<file path="src/rtl/srwn_pkg.sv">
// Shared widths, codes and controller/datapath handshake types for the
// sparse row weight normalizer. No dependencies.
`timescale 1ns / 1ps

package srwn_pkg;

  localparam int MODE_W    = 2;
  localparam int ROW_W     = 10;
  localparam int WEIGHT_W  = 17;
  localparam int SUM_W     = 32;
  localparam int STATUS_W  = 2;
  localparam int LIMIT_W   = 11;
  localparam int PADDR_W   = 2;
  localparam int PDATA_W   = 32;
  localparam int CMP_W     = 17;   // wide enough for row, limit and row count

  // item modes
  localparam logic [MODE_W-1:0] MODE_ACC  = 2'd0;
  localparam logic [MODE_W-1:0] MODE_NORM = 2'd1;
  localparam logic [MODE_W-1:0] MODE_CLR  = 2'd2;
  localparam logic [MODE_W-1:0] MODE_READ = 2'd3;

  // result status
  localparam logic [STATUS_W-1:0] ST_OK       = 2'd0;
  localparam logic [STATUS_W-1:0] ST_ZERO_SUM = 2'd1;
  localparam logic [STATUS_W-1:0] ST_RANGE    = 2'd2;

  localparam logic [WEIGHT_W-1:0] Q_ONE   = 17'h10000;
  localparam logic [SUM_W-1:0]    SUM_MAX = 32'hFFFF_FFFF;

  // divider: 33-bit dividend, one quotient bit per cycle
  localparam int DIV_STEPS = 33;
  localparam int DIV_CNT_W = 6;

  localparam logic [LIMIT_W-1:0] LIMIT_RESET    = 11'd1024;
  localparam logic [PADDR_W-1:0] ADDR_ROW_LIMIT = 2'd0;

  typedef struct packed {
    logic clr_step;   // write zero at the clear address, advance
    logic accept;     // latch item, issue table read
    logic exec;       // table data valid: update table, start divider
    logic div_step;   // one quotient bit
    logic out_load;   // move result into output register
  } ctl_cmd_t;

  typedef struct packed {
    logic clr_last;   // clear address at last row
    logic needs_div;  // valid during exec
    logic div_last;   // valid during div_step
    logic out_free;   // output register can take a result this cycle
  } ctl_sts_t;

endpackage

</file>
<file path="src/rtl/srwn_ctrl.sv">
// Controller: sequences table clearing, item execution, division and
// result hand-off. Depends on srwn_pkg.
`timescale 1ns / 1ps

module srwn_ctrl (
  input  logic                 clk,
  input  logic                 rst,
  input  logic                 in_valid,
  output logic                 in_ready,
  input  srwn_pkg::ctl_sts_t   sts,
  output srwn_pkg::ctl_cmd_t   cmd
);

  typedef enum logic [4:0] {
    S_CLEAR = 5'b00001,
    S_IDLE  = 5'b00010,
    S_EXEC  = 5'b00100,
    S_DIV   = 5'b01000,
    S_DONE  = 5'b10000
  } state_t;

  state_t state, state_next;

  always_ff @(posedge clk) begin
    if (rst) begin
      state <= S_CLEAR;
    end else begin
      state <= state_next;
    end
  end

  always_comb begin
    state_next = state;
    cmd        = '0;
    in_ready   = 1'b0;
    unique case (state)
      S_CLEAR: begin
        cmd.clr_step = 1'b1;
        if (sts.clr_last) begin
          state_next = S_IDLE;
        end
      end
      S_IDLE: begin
        in_ready   = 1'b1;
        cmd.accept = in_valid;
        if (in_valid) begin
          state_next = S_EXEC;
        end
      end
      S_EXEC: begin
        cmd.exec   = 1'b1;
        state_next = sts.needs_div ? S_DIV : S_DONE;
      end
      S_DIV: begin
        cmd.div_step = 1'b1;
        if (sts.div_last) begin
          state_next = S_DONE;
        end
      end
      S_DONE: begin
        if (sts.out_free) begin
          cmd.out_load = 1'b1;
          state_next   = S_IDLE;
        end
      end
      default: begin
        state_next = S_CLEAR;
      end
    endcase
  end

endmodule

</file>
<file path="config.mk">
export PLATFORM = sky130hd
export DESIGN_NAME = srwn_ctrl
export DESIGN_NICKNAME = d
export VERILOG_FILES = /design/src/rtl/srwn_pkg.sv /design/src/rtl/srwn_ctrl.sv
export SDC_FILE = /design/constraint.sdc
export NUM_CORES = 1
export LEC_CHECK = 0
export ABC_AREA = 1
export ABC_CLOCK_PERIOD_IN_PS = 1840
export BUFFER_PORTS_ARGS = -buffer_cell sky130_fd_sc_hd__buf_2
export CAP_MARGIN = 40
export CELL_PAD_IN_SITES_DETAIL_PLACEMENT = 0
export CELL_PAD_IN_SITES_GLOBAL_PLACEMENT = 1
export CORE_AREA = 2 2 39 41
export CTS_BUF_LIST = sky130_fd_sc_hd__clkbuf_8
export CTS_CLUSTER_DIAMETER = 50
export DETAILED_ROUTE_END_ITERATION = 7
export DIE_AREA = 0 0 41 43
export PLACE_DENSITY = 0.67
export SYNTH_ARGS = -nofsm -noshare
export SYNTH_HDL_FRONTEND = slang
export SYNTH_SLANG_ARGS = --single-unit
</file>
<file path="constraint.sdc">
create_clock -name clk -period 1.84 [get_ports clk]
set_clock_uncertainty 0.15 [all_clocks]
set_input_delay 0.276 -clock clk [delete_from_list [all_inputs] [get_ports clk]]
set_output_delay 0.276 -clock clk [all_outputs]
set_load 0.01 [all_outputs]
</file>
==> flow_metrics.env <==
export IMPL_clockBufferDepth=2
export IMPL_fillers=146
export IMPL_rsz0062_at_grt="no"
export IMPL_yosysMostFrequentCell="inv_1"
export IMPL_dp_hpwl_um=581
export IMPL_hold_violations=0
export IMPL_grt_first_pass_wirelength_um=1230
export IMPL_synth_simple_area_share_pct=47.1
export IMPL_peakVddDrop_uv=289
export IMPL_synthesis_area_um2=319
export IMPL_synth_edff_count=0
export IMPL_post_place_ws_ns=0.462
export IMPL_hp_class="in2reg"
export IMPL_ctsHoldBuffers=0
export IMPL_path_class="reg2out"
export IMPL_htree_levels=1
export IMPL_arrival_ns=1.18
export IMPL_clock_latency_ns=0.23
export IMPL_die_w_um=41
export IMPL_synth_seq_area_share_pct=31.4
export IMPL_synth_fa_ha_area_share_pct=0
export IMPL_finalCritPeriodShare_pct=87.1
export IMPL_fin_ws_ns=0.236
export IMPL_yosys_area_top_type="dfxtp_1"
export IMPL_fin_tns_setup_ns=0
export IMPL_clkSinkCount=5
export IMPL_grt_ovfl_total=0
export IMPL_core_um2=1380
export IMPL_cts_buffers=3
export IMPL_avgViaCountPerCell=4.36
export IMPL_ys_top_cells_by_count="inv_1, nand2_1, nor2_1"
export IMPL_synth_area_leaders="dfxtp_1, inv_1, nand3_1"
export IMPL_multi_input_area_um2=174
export IMPL_yosys_area_share_xor_xnor_pct=0
export IMPL_synthMuxAreaShare_pct=0
export IMPL_synth_top_area_share_pct=31.4
export IMPL_root_buffer="clkbuf_8"
export IMPL_drc=0
export IMPL_cts_post_setup_buffers_inserted=0
export IMPL_grt_use_total_pct=10.7
export IMPL_grt_pass1_vias=310
export IMPL_avgSynthCellArea_um2=6.65
export IMPL_synth_async_reset_ratio_pct=0
export IMPL_ant_nets=0
export IMPL_seq_area_um2=100
export IMPL_holdWs_ns=0.123
export IMPL_clkTransAtPathRegs_ns=0.04
export IMPL_drive_gt1_share_pct=34.4
export IMPL_area_growth_pct=39.2
export IMPL_crit_path_max_fanout=6
export IMPL_placement_io_buffers=12
export IMPL_synth_compound_area_share_pct=7.45
export IMPL_setup_violations=0
export IMPL_row_count=14
export IMPL_tritoncts="built"
export IMPL_drv_cap=0
export IMPL_diodes=0
export IMPL_hold_path_depth=2
export IMPL_cts_resized=0
export IMPL_finalNetCount=72
export IMPL_relSlewSlack_pct=84.9
export IMPL_dpl_cell_count=76
export IMPL_io_pins=13
export IMPL_grt_max_degree=8
export IMPL_top_register="state"
export IMPL_fin_crit_ns=1.60
export IMPL_r2r_cells=6
export IMPL_cp_data_required_time_ns=1.41
export IMPL_synthesis_nets=55
export IMPL_p_total_w=0.000443
export IMPL_vias=349
export IMPL_p_per_area_nw_per_um2=997
export IMPL_fp_dieArea_um2=1760
export IMPL_status="finished, final reports clean"
export IMPL_end_kind="primary output"
export IMPL_fmax_ghz=0.624
export IMPL_syn_inst=48
export IMPL_start_kind="flip-flop"
export IMPL_largest_registers="state: 5 flops"
export IMPL_synth_seq_cells=5
export IMPL_drv_slew=0
export IMPL_tightest_slew_ns=0.226
export IMPL_drt_wl_total_um=716
export IMPL_first_pass_iters=4
export IMPL_ys_warn_count=0
export IMPL_antenna_found_initial=0
export IMPL_synth_top_family_by_area="simple AND/OR/NAND/NOR gates"
export IMPL_drt_initial_drc_count=8
export IMPL_die_height_um=43
export IMPL_place_congestion=0.734
export IMPL_wl_per_cell_um=8.95
export IMPL_finalNonFillerCells=80
export IMPL_start_util_pct=23.1
export IMPL_synth_distinct_cells=15
export IMPL_leakage_nw=0.252
export IMPL_synth_ff_type="dfxtp_1"
export IMPL_largest_reg_flops=5
-- worst max-delay path, stage by stage, from the launching register on --
cell	delay, ns
dfxtp_1	0.31
nor2_2	0.22
nand3_1	0.18
nor2_1	0.11
buf_2	0.13
-- path summary, 6_finish.rpt --
path | start | to | slack, ns
worst min register to register | state[4] | state[4] | 0.43
worst max register to register | state[3] | state[4] | 0.60
worst max-delay path | state[3] | cmd[3] | 0.24
worst min-delay path | rst | state[4] | 0.12
-- stage by stage --
stage / cell area [um2] / utilization (%)
after floorplan: 319 / -
after global placement: 399 / 28.8
final: 444 / 32.1
after detailed placement: 399 / 28.8
after CTS: 444 / 32.1
after global routing: 444 / 32.1
-- cell usage in the layout, fill, tap and decap left out, types with 2 or more instances in the layout --
cell type | Yosys | final
a21oi_1 | 2 | 2
buf_2 | 0 | 12
clkbuf_8 | 0 | 3
dfxtp_1 | 5 | 5
inv_1 | 11 | 12
nand2_1 | 6 | 6
nand3_1 | 5 | 5
nand4_1 | 3 | 3
nand4_2 | 2 | 2
nor2_1 | 6 | 6
nor2_2 | 2 | 2
-- report_power, final --
part / internal, W / leakage, nW / total (W) / switching [W]
combinational: 0.0000424 / 0.185 / 0.000105 / 0.0000629
clock: 0.000143 / 0.0269 / 0.000203 / 0.0000595
sequential: 0.000121 / 0.0408 / 0.000134 / 0.0000136
-- kinds of logic after synthesis --
| kind of cell | count (synthesis) |
|---|---|
| AOI/OAI and AO/OA | 4 |
| buffers and inverters | 12 |
| DFF | 5 |
| and+or+nand+nor | 27 |
-- final cells by class --
cell class | count | share of cell area (%)
clock buffers | 3 | 9.30
inverters | 12 | 10.1
multi-input cells | 31 | 39.2
well taps | 16 | 4.51
repair buffers | 12 | 13.5
clock inverters | 1 | 0.845
flip-flops and latches | 5 | 22.5
-- layer usage --
| metal | part of all wire (%) | vias up | track usage (%) |
|---|---|---|---|
| li1 | - | 191 | - |
| met1 | 49 | 140 | 14.5 |
| met2 | 39 | 14 | 12.8 |
| met3 | 8.0 | 4 | 3.14 |
| met4 | 3.6 | 0 | 10.0 |
| met5 | 0 | - | 0 |
(Power assumes the default switching activity.)
